### src/rtl/tumbling_window_aggregate_check_defines.svh
// Assertion macros shared by the tumbling window aggregate checker RTL.
`ifndef TUMBLING_WINDOW_AGGREGATE_CHECK_DEFINES_SVH
`define TUMBLING_WINDOW_AGGREGATE_CHECK_DEFINES_SVH

// Same-cycle implication, clocked on clk_i, off during reset.
`define TWAC_ASSERT_IMP(name, ante, cons, msg) \
  name: assert property (@(posedge clk_i) disable iff (!rst_ni) (ante) |-> (cons)) \
    else $error(msg);

// Next-cycle implication, clocked on clk_i, off during reset.
`define TWAC_ASSERT_NXT(name, ante, cons, msg) \
  name: assert property (@(posedge clk_i) disable iff (!rst_ni) (ante) |=> (cons)) \
    else $error(msg);

`endif

### src/rtl/twac_pkg.sv
// Types, constants and codes of the tumbling window aggregate checker.
package twac_pkg;

  localparam int TS_W                = 62;
  localparam int VAL_W               = 32;
  localparam int SUM_W               = 48;
  localparam int CNT_OUT_W           = 17;
  localparam int MAX_WINDOW_ROWS_DEF = 65536;
  localparam int QUEUE_DEPTH         = 4;
  localparam int CFG_IDX_W           = 3;
  localparam int CFG_DATA_W          = 62;
  localparam int IN_DATA_W           = ((TS_W + VAL_W + 7) / 8) * 8;
  localparam int OUT_DATA_W          = ((TS_W + CNT_OUT_W + SUM_W + 7) / 8) * 8;
  localparam int OUT_USER_W          = 2;

  localparam logic [TS_W-1:0] INTERVAL_RST = TS_W'(1000000);

  typedef enum logic [2:0] {
    AGG_AVG   = 3'd0,
    AGG_SUM   = 3'd1,
    AGG_MIN   = 3'd2,
    AGG_MAX   = 3'd3,
    AGG_COUNT = 3'd4
  } agg_fn_e;

  typedef enum logic [CFG_IDX_W-1:0] {
    CFG_INTERVAL = 3'd0,
    CFG_FN       = 3'd1,
    CFG_MIN_EN   = 3'd2,
    CFG_MIN_THR  = 3'd3,
    CFG_MAX_EN   = 3'd4,
    CFG_MAX_THR  = 3'd5
  } cfg_idx_e;

  typedef enum logic [1:0] {
    BK_IDLE,
    BK_DIV,
    BK_DONE
  } bk_state_e;

  typedef struct packed {
    logic [TS_W-1:0]         interval;
    agg_fn_e                 fn;
    logic                    min_en;
    logic signed [SUM_W-1:0] min_thr;
    logic                    max_en;
    logic signed [SUM_W-1:0] max_thr;
  } cfg_t;

  // closed window snapshot, row count travels beside it
  typedef struct packed {
    logic [TS_W-1:0]         start;
    logic signed [SUM_W-1:0] sum;
    logic signed [VAL_W-1:0] min_v;
    logic signed [VAL_W-1:0] max_v;
    logic                    partial;
    logic                    eob;
  } win_t;

endpackage

### src/rtl/twac_fifo.sv
// Short register queue between the front and back parts.
`include "tumbling_window_aggregate_check_defines.svh"
module twac_fifo #(
  parameter int WIDTH = 8,
  parameter int DEPTH = 4
) (
  input  logic             clk_i,
  input  logic             rst_ni,
  input  logic             push_i,
  input  logic [WIDTH-1:0] push_data_i,
  output logic             full_o,
  input  logic             pop_i,
  output logic [WIDTH-1:0] head_o,
  output logic             empty_o
);

  localparam int PW = $clog2(DEPTH);
  localparam int CW = $clog2(DEPTH + 1);

  logic [WIDTH-1:0] mem_q [DEPTH];
  logic [PW-1:0]    wr_q, wr_d, rd_q, rd_d;
  logic [CW-1:0]    cnt_q, cnt_d;

  assign full_o  = (cnt_q == CW'(DEPTH));
  assign empty_o = (cnt_q == '0);
  assign head_o  = mem_q[rd_q];

  always_comb begin
    wr_d  = wr_q;
    rd_d  = rd_q;
    cnt_d = cnt_q;
    if (push_i) begin
      wr_d = (wr_q == PW'(DEPTH - 1)) ? '0 : wr_q + 1'b1;
    end
    if (pop_i) begin
      rd_d = (rd_q == PW'(DEPTH - 1)) ? '0 : rd_q + 1'b1;
    end
    if (push_i && !pop_i) begin
      cnt_d = cnt_q + 1'b1;
    end else if (!push_i && pop_i) begin
      cnt_d = cnt_q - 1'b1;
    end
  end

  always_ff @(posedge clk_i or negedge rst_ni) begin
    if (!rst_ni) begin
      wr_q  <= '0;
      rd_q  <= '0;
      cnt_q <= '0;
    end else begin
      wr_q  <= wr_d;
      rd_q  <= rd_d;
      cnt_q <= cnt_d;
    end
  end

  always_ff @(posedge clk_i) begin
    if (push_i) begin
      mem_q[wr_q] <= push_data_i;
    end
  end

  `TWAC_ASSERT_IMP(a_no_overflow, push_i, !full_o, "push into full queue")
  `TWAC_ASSERT_IMP(a_no_underflow, pop_i, !empty_o, "pop from empty queue")

endmodule

### src/rtl/twac_front.sv
// Front part: takes rows, tracks the open window, queues closed windows.
`include "tumbling_window_aggregate_check_defines.svh"
module twac_front #(
  parameter int CNT_W           = 17,
  parameter int MAX_WINDOW_ROWS = twac_pkg::MAX_WINDOW_ROWS_DEF
) (
  input  logic                           clk_i,
  input  logic                           rst_ni,
  input  logic [twac_pkg::TS_W-1:0]      interval_i,
  input  logic                           s_axis_tvalid,
  output logic                           s_axis_tready,
  input  logic [twac_pkg::IN_DATA_W-1:0] s_axis_tdata,
  input  logic                           s_axis_tlast,
  input  logic                           full_i,
  output logic                           push_o,
  output twac_pkg::win_t                 push_win_o,
  output logic [CNT_W-1:0]               push_cnt_o
);
  import twac_pkg::*;

  logic                    open_q;
  win_t                    cur_q;
  logic [CNT_W-1:0]        rows_q;
  logic                    pend_q;
  win_t                    pend_win_q;
  logic [CNT_W-1:0]        pend_cnt_q;

  logic                    row_acc, close, last;
  logic [TS_W-1:0]         ts;
  logic signed [VAL_W-1:0] x;
  logic [TS_W+1:0]         win_end;
  logic signed [SUM_W:0]   sum_wide;
  logic signed [SUM_W-1:0] sum_sat;
  win_t                    nxt, cur_out, nxt_out;
  logic [CNT_W-1:0]        nxt_cnt;

  assign s_axis_tready = !pend_q && !full_i;
  assign row_acc       = s_axis_tvalid && s_axis_tready;
  assign ts            = s_axis_tdata[TS_W-1:0];
  assign x             = signed'(s_axis_tdata[TS_W +: VAL_W]);
  assign last          = s_axis_tlast;
  assign win_end       = {2'b00, cur_q.start} + {2'b00, interval_i};
  assign close         = open_q && ({2'b00, ts} >= win_end);

  always_comb begin
    sum_wide = {cur_q.sum[SUM_W-1], cur_q.sum} + {{(SUM_W + 1 - VAL_W){x[VAL_W-1]}}, x};
    if (sum_wide[SUM_W] != sum_wide[SUM_W-1]) begin
      sum_sat = sum_wide[SUM_W] ? {1'b1, {(SUM_W - 1){1'b0}}} : {1'b0, {(SUM_W - 1){1'b1}}};
    end else begin
      sum_sat = sum_wide[SUM_W-1:0];
    end

    nxt         = cur_q;
    nxt.partial = 1'b0;
    nxt.eob     = 1'b0;
    if (!open_q || close) begin
      nxt.start = ts;
      nxt.sum   = {{(SUM_W - VAL_W){x[VAL_W-1]}}, x};
      nxt.min_v = x;
      nxt.max_v = x;
      nxt_cnt   = CNT_W'(1);
    end else begin
      nxt.sum   = sum_sat;
      nxt.min_v = (x < cur_q.min_v) ? x : cur_q.min_v;
      nxt.max_v = (x > cur_q.max_v) ? x : cur_q.max_v;
      nxt_cnt   = (rows_q < CNT_W'(MAX_WINDOW_ROWS)) ? rows_q + 1'b1 : rows_q;
    end

    cur_out         = cur_q;
    cur_out.partial = 1'b0;
    cur_out.eob     = 1'b0;
    nxt_out         = nxt;
    nxt_out.partial = 1'b1;
    nxt_out.eob     = 1'b1;

    if (pend_q) begin
      push_o     = !full_i;
      push_win_o = pend_win_q;
      push_cnt_o = pend_cnt_q;
    end else begin
      push_o     = row_acc && (close || last);
      push_win_o = close ? cur_out : nxt_out;
      push_cnt_o = close ? rows_q : nxt_cnt;
    end
  end

  always_ff @(posedge clk_i or negedge rst_ni) begin
    if (!rst_ni) begin
      open_q     <= 1'b0;
      cur_q      <= '0;
      rows_q     <= '0;
      pend_q     <= 1'b0;
      pend_win_q <= '0;
      pend_cnt_q <= '0;
    end else begin
      if (pend_q && !full_i) begin
        pend_q <= 1'b0;
      end
      if (row_acc) begin
        if (last) begin
          open_q     <= 1'b0;
          cur_q      <= '0;
          rows_q     <= '0;
          pend_q     <= close;
          pend_win_q <= nxt_out;
          pend_cnt_q <= nxt_cnt;
        end else begin
          open_q <= 1'b1;
          cur_q  <= nxt;
          rows_q <= nxt_cnt;
        end
      end
    end
  end

  `TWAC_ASSERT_IMP(a_open_has_rows, open_q, rows_q != '0, "open window holds no rows")

endmodule

### src/rtl/twac_div.sv
// Restoring divider, one quotient bit per cycle, unsigned operands.
module twac_div #(
  parameter int DVD_W = 48,
  parameter int DIV_W = 17
) (
  input  logic             clk_i,
  input  logic             rst_ni,
  input  logic             start_i,
  input  logic [DVD_W-1:0] dividend_i,
  input  logic [DIV_W-1:0] divisor_i,
  output logic             done_o,
  output logic [DVD_W-1:0] quot_o
);

  localparam int ITER_W = $clog2(DVD_W);

  logic             run_q, done_q;
  logic [ITER_W-1:0] it_q;
  logic [DVD_W-1:0] quo_q;
  logic [DIV_W-1:0] rem_q, div_q;
  logic [DIV_W:0]   rem_sh, rem_sub;
  logic             ge;

  assign rem_sh  = {rem_q, quo_q[DVD_W-1]};
  assign rem_sub = rem_sh - {1'b0, div_q};
  assign ge      = (rem_sh >= {1'b0, div_q});
  assign done_o  = done_q;
  assign quot_o  = quo_q;

  always_ff @(posedge clk_i or negedge rst_ni) begin
    if (!rst_ni) begin
      run_q  <= 1'b0;
      done_q <= 1'b0;
      it_q   <= '0;
    end else begin
      done_q <= 1'b0;
      if (start_i) begin
        run_q <= 1'b1;
        it_q  <= '0;
      end else if (run_q) begin
        it_q <= it_q + 1'b1;
        if (it_q == ITER_W'(DVD_W - 1)) begin
          run_q  <= 1'b0;
          done_q <= 1'b1;
        end
      end
    end
  end

  always_ff @(posedge clk_i) begin
    if (start_i) begin
      quo_q <= dividend_i;
      rem_q <= '0;
      div_q <= divisor_i;
    end else if (run_q) begin
      quo_q <= {quo_q[DVD_W-2:0], ge};
      rem_q <= ge ? rem_sub[DIV_W-1:0] : rem_sh[DIV_W-1:0];
    end
  end

endmodule

### src/rtl/twac_back.sv
// Back part: forms the aggregate, checks thresholds, drives the result beat.
`include "tumbling_window_aggregate_check_defines.svh"
module twac_back #(
  parameter int CNT_W = 17
) (
  input  logic                            clk_i,
  input  logic                            rst_ni,
  input  twac_pkg::cfg_t                  cfg_i,
  input  logic                            empty_i,
  output logic                            pop_o,
  input  twac_pkg::win_t                  head_win_i,
  input  logic [CNT_W-1:0]                head_cnt_i,
  output logic                            m_axis_tvalid,
  input  logic                            m_axis_tready,
  output logic [twac_pkg::OUT_DATA_W-1:0] m_axis_tdata,
  output logic [twac_pkg::OUT_USER_W-1:0] m_axis_tuser,
  output logic                            m_axis_tlast
);
  import twac_pkg::*;

  bk_state_e               state_q, state_d;
  logic                    load, is_avg, viol;
  logic [TS_W-1:0]         start_q;
  logic [CNT_W-1:0]        cnt_q;
  logic                    partial_q, eob_q, neg_q;
  logic signed [SUM_W-1:0] agg_q, agg_sel, agg_div;
  logic [SUM_W-1:0]        mag, quo;
  logic                    div_done;

  logic                      out_valid_q;
  logic [OUT_DATA_W-1:0]     out_data_q;
  logic [OUT_USER_W-1:0]     out_user_q;
  logic                      out_last_q;

  assign load   = (state_q == BK_DONE) && (!out_valid_q || m_axis_tready);
  assign pop_o  = !empty_i && ((state_q == BK_IDLE) || load);
  assign is_avg = (cfg_i.fn == AGG_AVG);
  assign mag    = head_win_i.sum[SUM_W-1] ? (~head_win_i.sum + 1'b1) : head_win_i.sum;
  assign agg_div = neg_q ? signed'(~quo + 1'b1) : signed'(quo);
  assign viol   = (cfg_i.min_en && (agg_q < cfg_i.min_thr)) ||
                  (cfg_i.max_en && (agg_q > cfg_i.max_thr));

  always_comb begin
    case (cfg_i.fn)
      AGG_SUM:   agg_sel = head_win_i.sum;
      AGG_MIN:   agg_sel = {{(SUM_W - VAL_W){head_win_i.min_v[VAL_W-1]}}, head_win_i.min_v};
      AGG_MAX:   agg_sel = {{(SUM_W - VAL_W){head_win_i.max_v[VAL_W-1]}}, head_win_i.max_v};
      AGG_COUNT: agg_sel = SUM_W'(head_cnt_i);
      default:   agg_sel = '0;
    endcase
  end

  twac_div #(
    .DVD_W(SUM_W),
    .DIV_W(CNT_W)
  ) u_div (
    .clk_i     (clk_i),
    .rst_ni    (rst_ni),
    .start_i   (pop_o && is_avg),
    .dividend_i(mag),
    .divisor_i (head_cnt_i),
    .done_o    (div_done),
    .quot_o    (quo)
  );

  always_comb begin
    state_d = state_q;
    unique case (state_q)
      BK_IDLE: begin
        if (pop_o) begin
          state_d = is_avg ? BK_DIV : BK_DONE;
        end
      end
      BK_DIV: begin
        if (div_done) begin
          state_d = BK_DONE;
        end
      end
      BK_DONE: begin
        if (pop_o) begin
          state_d = is_avg ? BK_DIV : BK_DONE;
        end else if (load) begin
          state_d = BK_IDLE;
        end
      end
      default: state_d = BK_IDLE;
    endcase
  end

  always_ff @(posedge clk_i or negedge rst_ni) begin
    if (!rst_ni) begin
      state_q     <= BK_IDLE;
      out_valid_q <= 1'b0;
    end else begin
      state_q <= state_d;
      if (load) begin
        out_valid_q <= 1'b1;
      end else if (m_axis_tready) begin
        out_valid_q <= 1'b0;
      end
    end
  end

  always_ff @(posedge clk_i) begin
    if (pop_o) begin
      start_q   <= head_win_i.start;
      cnt_q     <= head_cnt_i;
      partial_q <= head_win_i.partial;
      eob_q     <= head_win_i.eob;
      neg_q     <= head_win_i.sum[SUM_W-1];
      agg_q     <= agg_sel;
    end else if ((state_q == BK_DIV) && div_done) begin
      agg_q <= agg_div;
    end
    if (load) begin
      out_data_q <= OUT_DATA_W'({agg_q, CNT_OUT_W'(cnt_q), start_q});
      out_user_q <= {partial_q, viol};
      out_last_q <= eob_q;
    end
  end

  assign m_axis_tvalid = out_valid_q;
  assign m_axis_tdata  = out_data_q;
  assign m_axis_tuser  = out_user_q;
  assign m_axis_tlast  = out_last_q;

  `TWAC_ASSERT_IMP(a_div_done_in_div, div_done, state_q == BK_DIV, "divider done outside divide")
  `TWAC_ASSERT_NXT(a_load_sets_valid, load, m_axis_tvalid, "loaded result not presented")

endmodule

### src/rtl/tumbling_window_aggregate_check.sv
// Rows in: one per cycle unless the queue is full or a last row that closed a window
// still holds its final window. Sum/min/max/count pass the queue, the aggregate and
// the output registers, one per cycle while the sink is ready. An average waits on
// the one-bit-per-cycle divider, popping nothing; a 4-entry queue buffers windows.
// rst_ni is asynchronous, active low: window state clears, control registers reset.
module tumbling_window_aggregate_check #(
  parameter int MAX_WINDOW_ROWS = twac_pkg::MAX_WINDOW_ROWS_DEF
) (
  input  logic                            clk_i,
  input  logic                            rst_ni,
  input  logic                            cfg_we_i,
  input  logic [twac_pkg::CFG_IDX_W-1:0]  cfg_idx_i,
  input  logic [twac_pkg::CFG_DATA_W-1:0] cfg_data_i,
  input  logic                            s_axis_tvalid,
  output logic                            s_axis_tready,
  // tdata: timestamp[61:0], sample_value[93:62]; tlast: last_row
  input  logic [twac_pkg::IN_DATA_W-1:0]  s_axis_tdata,
  input  logic                            s_axis_tlast,
  output logic                            m_axis_tvalid,
  input  logic                            m_axis_tready,
  // tdata: start_ts[61:0], row_count[78:62], aggregate[126:79]
  output logic [twac_pkg::OUT_DATA_W-1:0] m_axis_tdata,
  // tuser: violated[0], partial[1]; tlast: end_of_batch
  output logic [twac_pkg::OUT_USER_W-1:0] m_axis_tuser,
  output logic                            m_axis_tlast
);
  import twac_pkg::*;

  localparam int CNT_W = $clog2(MAX_WINDOW_ROWS + 1);
  localparam int Q_W   = $bits(win_t) + CNT_W;

  cfg_t             cfg_q;
  logic             push, pop, full, empty;
  win_t             push_win, head_win;
  logic [CNT_W-1:0] push_cnt, head_cnt;
  logic [Q_W-1:0]   head;

  always_ff @(posedge clk_i or negedge rst_ni) begin
    if (!rst_ni) begin
      cfg_q.interval <= INTERVAL_RST;
      cfg_q.fn       <= AGG_SUM;
      cfg_q.min_en   <= 1'b0;
      cfg_q.min_thr  <= '0;
      cfg_q.max_en   <= 1'b0;
      cfg_q.max_thr  <= '0;
    end else if (cfg_we_i) begin
      case (cfg_idx_i)
        CFG_INTERVAL: cfg_q.interval <= cfg_data_i[TS_W-1:0];
        CFG_FN:       cfg_q.fn       <= agg_fn_e'(cfg_data_i[2:0]);
        CFG_MIN_EN:   cfg_q.min_en   <= cfg_data_i[0];
        CFG_MIN_THR:  cfg_q.min_thr  <= signed'(cfg_data_i[SUM_W-1:0]);
        CFG_MAX_EN:   cfg_q.max_en   <= cfg_data_i[0];
        CFG_MAX_THR:  cfg_q.max_thr  <= signed'(cfg_data_i[SUM_W-1:0]);
        default: ;
      endcase
    end
  end

  twac_front #(
    .CNT_W          (CNT_W),
    .MAX_WINDOW_ROWS(MAX_WINDOW_ROWS)
  ) u_front (
    .clk_i        (clk_i),
    .rst_ni       (rst_ni),
    .interval_i   (cfg_q.interval),
    .s_axis_tvalid(s_axis_tvalid),
    .s_axis_tready(s_axis_tready),
    .s_axis_tdata (s_axis_tdata),
    .s_axis_tlast (s_axis_tlast),
    .full_i       (full),
    .push_o       (push),
    .push_win_o   (push_win),
    .push_cnt_o   (push_cnt)
  );

  twac_fifo #(
    .WIDTH(Q_W),
    .DEPTH(QUEUE_DEPTH)
  ) u_fifo (
    .clk_i      (clk_i),
    .rst_ni     (rst_ni),
    .push_i     (push),
    .push_data_i({push_win, push_cnt}),
    .full_o     (full),
    .pop_i      (pop),
    .head_o     (head),
    .empty_o    (empty)
  );

  assign head_win = win_t'(head[Q_W-1:CNT_W]);
  assign head_cnt = head[CNT_W-1:0];

  twac_back #(
    .CNT_W(CNT_W)
  ) u_back (
    .clk_i        (clk_i),
    .rst_ni       (rst_ni),
    .cfg_i        (cfg_q),
    .empty_i      (empty),
    .pop_o        (pop),
    .head_win_i   (head_win),
    .head_cnt_i   (head_cnt),
    .m_axis_tvalid(m_axis_tvalid),
    .m_axis_tready(m_axis_tready),
    .m_axis_tdata (m_axis_tdata),
    .m_axis_tuser (m_axis_tuser),
    .m_axis_tlast (m_axis_tlast)
  );

endmodule

### config.mk
export PLATFORM = sky130hd
export DESIGN_NAME = tumbling_window_aggregate_check
export DESIGN_NICKNAME = d
export VERILOG_FILES = /design/src/rtl/twac_pkg.sv /design/src/rtl/twac_fifo.sv /design/src/rtl/twac_front.sv /design/src/rtl/twac_div.sv /design/src/rtl/twac_back.sv /design/src/rtl/tumbling_window_aggregate_check.sv
export VERILOG_INCLUDE_DIRS = /design/src /design/src/rtl
export SDC_FILE = /design/constraint.sdc
export NUM_CORES = 2
export LEC_CHECK = 0
export BUFFER_PORTS_ARGS = -buffer_cell sky130_fd_sc_hd__buf_2
export CAP_MARGIN = 40
export CORE_ASPECT_RATIO = 1.5
export CORE_MARGIN = 2
export CORE_UTILIZATION = 45
export DETAILED_ROUTE_END_ITERATION = 8
export HOLD_SLACK_MARGIN = 0.06
export PLACE_DENSITY = 0.6
export SETUP_SLACK_MARGIN = 0.2
export SYNTH_ARGS = -nofsm -noshare
export SYNTH_HDL_FRONTEND = slang
export SYNTH_HIERARCHICAL = 1
export SYNTH_SLANG_ARGS = --single-unit
### constraint.sdc
create_clock -name clk_i -period 13.4 [get_ports clk_i]
set_input_delay 3.35 -clock clk_i [delete_from_list [all_inputs] [get_ports clk_i]]
set_output_delay 3.35 -clock clk_i [all_outputs]
set_load 0.05 [all_outputs]
[Word-level counts from Yosys, hierarchy flattened]
Memories as Yosys holds them, arrays and structs flattened.
Index checks and enable logic that the tools add are counted.
Cells by class
  magnitude comparators: 7
  bitwise logic cells: 2
  equality and inequality tests: 19
  reductions and logical operators: 41
  $add $sub $neg: 11
  mux-type cells: 49
Operators by type and width (number)
  $mux 176: 3
  $mux 48: 8
  $pmux 48 s4: 1
  $mux 112: 1
  $mux 17: 6
  $add 48x1->48 const B: 2
  $not 48->48: 2
  $ge 62x64->1: 1
  $mux 32: 2
  $add 62x62->63: 1
  $mux 62: 1
  $add 48x32->49: 1
  $gt 48x48->1: 1
  $lt 48x48->1: 1
  $gt 32x32->1: 1
  $lt 32x32->1: 1
  $ge 18x17->1: 1
  $add 17x1->17 const B: 1
  $lt 17x17->1 const B: 1
  $sub 17x17->17: 1
  $mux 1: 15
  $mux 2: 7
  $reduce_and 2->1: 7
  $logic_and 1x1->1: 13
  other kinds (23): 50
Storage, ports and cells
  output and inout bits: 133
  bits in registers: 908
  input bits: 167
  memories: 1
  RAM bits: 772
Memory list
  u_fifo.mem_q: words 4, width 193, read ports 1, clocked after memory_dff 0, wr ports 1, RTL line twac_fifo.sv:20  | logic [WIDTH-1:0] mem_q [DEPTH];

[Logic depth before layout (Yosys ltp)]
  depth in word-level cells: 10
  mapped depth: 33
  mapped depth without buffers: 30

[By module]
Netlist, hierarchy kept.
By module, submodules not included
  twac_front: instances 1, cells an instance 3608, sequential area each 9634.2 um2, area an instance 29923.7 um2
  twac_fifo: instances 1, cells an instance 1046, sequential area each 23357.4 um2, area an instance 28268.4 um2
  twac_back: instances 1, cells an instance 1070, sequential area each 7882.6 um2, area an instance 13529.2 um2
  tumbling_window_aggregate_check: instances 1, cells an instance 348, sequential area each 4088.9 um2, area an instance 6160.9 um2
  twac_div: instances 1, cells an instance 385, sequential area each 2492.4 um2, area an instance 4674.5 um2

[Worst setup path after synthesis]
OpenSTA, ideal clock, no wires.
  path type: in2reg
  start point: in s_axis_tdata[22] (netlist name)
  end point: mem u_fifo/mem_q[0][0] (netlist name) (enable)
  data required time: 12.823 ns
  data arrival time: 10.493 ns
  path slack: 2.330 ns
  stages: 15
  path buffers: 3
  setup time: 0.577 ns
  cells stage by stage: ha_1 -> nand4_1 -> nor4_1 -> nand4_1 -> o211ai_1 -> a21oi_1 -> a211o_1 -> or3_1 -> buf_2 -> nor2_4 -> buf_6 -> buf_6 -> o21ai_1 -> a21oi_1 -> and2_1
On the way
  longest elaborated chain between the ends: 7
Ends and longest elaborated chain
  from (decl): RTL line tumbling_window_aggregate_check.sv:17  | input logic [twac_pkg::IN_DATA_W-1:0] s_axis_tdata,
  $ge 62x64->1: RTL line twac_front.sv:43  | assign close = open_q && ({2'b00, ts} >= win_end);
  $logic_and 1x1->1: RTL line twac_front.sv:43
  $logic_or 1x1->1: RTL line twac_front.sv:81  | push_o = row_acc && (close || last);
  $logic_and 1x1->1: RTL line twac_front.sv:81
  $mux 1: RTL line twac_front.sv:76  | if (pend_q) begin
  via push: RTL line tumbling_window_aggregate_check.sv:33  | logic push, pop, full, empty;
  $mux 1: RTL line twac_fifo.sv:58  | if (push_i) begin
  $mux 1 (implied by the code): RTL line twac_fifo.sv:59  | mem_q[wr_q] <= push_data_i;
  to (decl): RTL line twac_fifo.sv:20
The timed path passes the listed nets, and every way through them passes these cells.

[Worst setup path in the final report]
  start point: reg u_front.cur_q (netlist bit u_front/cur_out[122])
  end point: mem u_fifo/mem_q[3][5] (netlist name) (enable)
On the way
  longest elaborated chain between the ends: 8
Ends and longest elaborated chain
  from (decl): RTL line twac_front.sv:22  | win_t cur_q;
  from (signal assigned): RTL line twac_front.sv:109  | cur_q <= nxt;
  $add 62x62->63: RTL line twac_front.sv:42  | assign win_end = {2'b00, cur_q.start} + {2'b00, interval_i};
  $ge 62x64->1: RTL line twac_front.sv:43
  $logic_and 1x1->1: RTL line twac_front.sv:43
  $logic_or 1x1->1: RTL line twac_front.sv:81
  $logic_and 1x1->1: RTL line twac_front.sv:81
  $mux 1: RTL line twac_front.sv:76
  via push: RTL line tumbling_window_aggregate_check.sv:33
  $mux 1: RTL line twac_fifo.sv:58
  $mux 1 (implied by the code): RTL line twac_fifo.sv:59
The timed path passes the listed nets, and every way through them passes these cells.

==> results.toml <==
[outcome]
status = "finished, final reports clean"

[critical_path]
critical-path-top-delay-family = "compound AO/OA/AOI/OAI gates"
critical_path_class = "reg2reg"
reg2reg_to = "u_fifo/mem_q[3][5]$_DFFE_PP_"
crit_fanout = 95
r2r_slack_ps = 3290
crit_top_cell = "a21oi_1"
cp-end-kind = "flip-flop"
r2r-start = "u_front/cur_out[122]$_DFFE_PN0P_"
cp-start-kind = "flip-flop"
worstPathArrival_ps = 10530
critPathSlowestCell = "or3_2"
reg2regPathDepth = 25
required_ps = 13820
slowest_delay_ps = 860
worst-path-buf-inv = 2

[floorplanning]
core_area_um2 = 182000
die_area_um2 = 187000
die_w_um = 354
die_h_um = 529
rows = 192
start_util_pct = 45.3
ioPinCount = 300

[pwr]
switching_share_pct = 41.4
finalPower_mw = 26.2
p_seq_share_pct = 35.9
peakVddDrop_mv = 0.244
p_sw_mw = 10.9
power.internal_mw = 15.4
clkPwrFrac_pct = 18.1
power_frac_comb_pct = 46.0
powerDensity_nw_per_um2 = 285
p_leak_nw = 35.9

[clock_network]
path_clk_slew_ps = 60
postCtsSetupBuffers = 0
cts_made_buffers = 167
cts_tree = "done"
cts_hold_buf = 0
clock_sinks = 1680
cts_buffer_depth = 4
cts_resized = 0
root_buffer = "clkbuf_16"
clk_latency_ps = 840
cts.htree.levels = 4

[finish]
utilization_pct = 50.5
drive_gt1_share_pct = 17.5
area_growth_pct = 11.6
stdcell_count = 9233
fin_nets = 7197

[timing]
worst_slew_pin_slew_ps = 1020
max_freq_ghz = 0.0989
post-route-period-util_pct = 75.4
clock_skew_ps = 57.3
rsz0062_at_grt = "no"
setup_viol = 0
relSlewSlack_pct = 31.6
drv_slew = 0
timing.final.hold_violations = 0
period_needed_ps = 10110
tns_ps = 0

[logic_synthesis]
synth_seq_cells = 1680
yosys.cell_types.count = 108
synth-simple-area-share_pct = 7.58
ys_seq_area_share_pct = 57.5
synthMuxAreaShare_pct = 11.6
synth_fa_ha_area_share_pct = 5.54
synth_compound_area_share_pct = 11.9
async_flop_share_pct = 33.7
synth_ff_type = "edfxtp_1"
yosysWarnings = 6
syn_area_per_cell_um2 = 12.8
syn_area_um2 = 82600
synth-edff-count = 1097
synth_top_family_by_area = "compound AO/OA/AOI/OAI gates"
synth-xor-area-share_pct = 2.55
syn_nets = 6987
netlist_instances = 6457

[hold_path]
min_from = "u_back/start_q[5]$_DFFE_PP_"
hold_depth = 0
hold_class = "reg2reg"
hold_end = "u_back/m_axis_tdata[5]$_DFFE_PP_"

[route]
via_per_inst = 5.83
num_vias = 53837
drtPass1Iterations = 5
drt_iter0_drc = 4390
final_antenna_net_count = 0
drc = 0
wl_per_cell_um = 24.6
wl_mm = 227

[global_route]
antenna_found_initial = 27
grt_max_degree = 130
grt_pass1_vias = 53568
grt_use_total_pct = 23.9
grt_pass1_wl_mm = 339
overflow = 0

[place]
gp_congestion = 1.02
portBuffers = 296
place_inst = 8923
dp.final_hpwl_mm = 160

[run]
maxCapViolCount = 0
[cell usage in the layout (no fill, tap or decap), types with 83 or more instances in the layout]
| cell type | n |
|---|---|
| buf_4 | 83 |
| clkbuf_16 | 169 |
| xnor2_1 | 127 |
| o31ai_1 | 103 |
| a31oi_1 | 94 |
| a21oi_1 | 307 |
| mux2i_1 | 263 |
| inv_1 | 248 |
| mux4_2 | 193 |
| xor2_1 | 113 |
| mux2_2 | 217 |
| edfxtp_1 | 1097 |
| nand2_1 | 614 |
| o21ai_0 | 423 |
| a22o_1 | 156 |
| nand3_1 | 89 |
| dfrtp_1 | 554 |
| nor2_1 | 242 |
| ha_1 | 359 |
| buf_2 | 304 |
[per-layer routing]
metal	up-vias	GRT usage (%)	share of wire, %
li1	24783	-	-
met1	27026	29.3	39
met2	1566	42.0	51
met3	442	3.00	5.0
met4	20	11.0	4.8
met5	-	0	0.049
[worst reg2reg max path, stage by stage, from the launching register on]
cell,delay (ps)
dfrtp_1,420
ha_1,370
a211oi_1,230
nor2_1,80
nor3_1,590
a21oi_1,330
o211ai_1,630
nand2_1,190
a21boi_0,610
o21ai_0,320
a41oi_1,330
xor2_1,110
ha_1,280
nand2_1,60
nor4_1,600
nand4_1,250
o211ai_1,240
a21oi_1,110
a211o_1,400
or3_2,860
nor2_4,200
buf_4,350
o21ai_1,100
a21oi_1,550
and2_4,760
buf_12,550
[metrics by stage]
step                      worst slack (ps)  hold slack (ps)  cell area (um2)
after floorplan                       2330              400            82600
after global placement                3480              401            86300
after detailed placement              3460              405            86600
after CTS                             3440              412            92100
after global routing                  2930              423            92100
final                                 3290              412            92100
[synth_stat cells (48+ instances only)]
master | n | area (um2)
o31ai_1 | 103 | 773
a21o_1 | 75 | 563
mux2_2 | 217 | 2440
ha_1 | 359 | 4490
dfrtp_1 | 558 | 14000
xnor2_1 | 127 | 1110
a31oi_1 | 94 | 588
a21oi_1 | 307 | 1540
buf_2 | 87 | 435
nand4_1 | 68 | 425
nor3_1 | 48 | 240
nor2_1 | 247 | 927
o22ai_1 | 54 | 338
mux4_2 | 193 | 4350
o21ai_0 | 423 | 2120
edfxtp_1 | 1097 | 32900
nand2_1 | 618 | 2320
o21ai_1 | 53 | 265
nand3_1 | 89 | 445
a22o_1 | 156 | 1370
mux2i_1 | 263 | 2630
clkbuf_1 | 226 | 848
xor2_1 | 113 | 990
inv_1 | 250 | 938
[cells by family (layout without fill, tap and decap cells)]
group	after synthesis	after routing
compound gates	1529	1529
xor+xnor	240	240
fa+ha+maj	363	363
buf+inv	620	957
flops	1680	1680
mux	684	684
other cells	1	15
simple gates	1340	1340
[worst max path at each step]
stage / start / end / slack, ps / cells after the start
floorplan: s_axis_tdata[22] / u_fifo/mem_q[0][0]$_DFFE_PP_ / 2330 / 15
global placement: u_front/cur_out[122]$_DFFE_PN0P_ / u_fifo/mem_q[2][56]$_DFFE_PP_ / 3480 / 25
detailed placement: u_front/cur_out[122]$_DFFE_PN0P_ / u_fifo/mem_q[1][56]$_DFFE_PP_ / 3460 / 25
CTS: u_front/cur_out[122]$_DFFE_PN0P_ / u_fifo/mem_q[1][34]$_DFFE_PP_ / 3440 / 25
global route: u_front/cur_out[122]$_DFFE_PN0P_ / u_fifo/mem_q[1][5]$_DFFE_PP_ / 2930 / 25
finish: u_front/cur_out[122]$_DFFE_PN0P_ / u_fifo/mem_q[3][5]$_DFFE_PP_ / 3290 / 25
[power groups by stage]
| stage | Clock [mW] | Combinational [mW] | Sequential [mW] |
|---|---|---|---|
| global placement | 0 | 11.8 | 9.43 |
| floorplan | 0 | 8.00 | 9.81 |
| global route | 5.05 | 13.1 | 9.59 |
| CTS | 4.86 | 12.1 | 9.41 |
| finish | 4.75 | 12.1 | 9.41 |
| detailed placement | 0 | 12.1 | 9.51 |
[flip-flops by register name, indices dropped and copies added (netlist names), 17 cells and up]
name and count:
u_front/pend_cnt_q 17, u_front/rows_q 17, u_front/cur_out 174, u_fifo/mem_q 772, u_back/u_div/quot_o 48, u_back/m_axis_tdata 127
u_back/agg_q 48, u_back/u_div/div_q 17, cfg_q 163, u_front/pend_win_q 175, u_back/cnt_q 17, u_back/u_div/rem_q 17
u_back/start_q 62
[layout make-up]
cell class,count,area [um2]
clock inverter,81,963
inverter,251,947
fill,15732,90200
clock buffer,215,4510
sequential,1680,47500
timing repair buffer,410,2650
tap,2425,3030
antenna,14,35.0
multi-input combinational,4157,32500
Note: power is estimated with default switching activity, not from simulation.
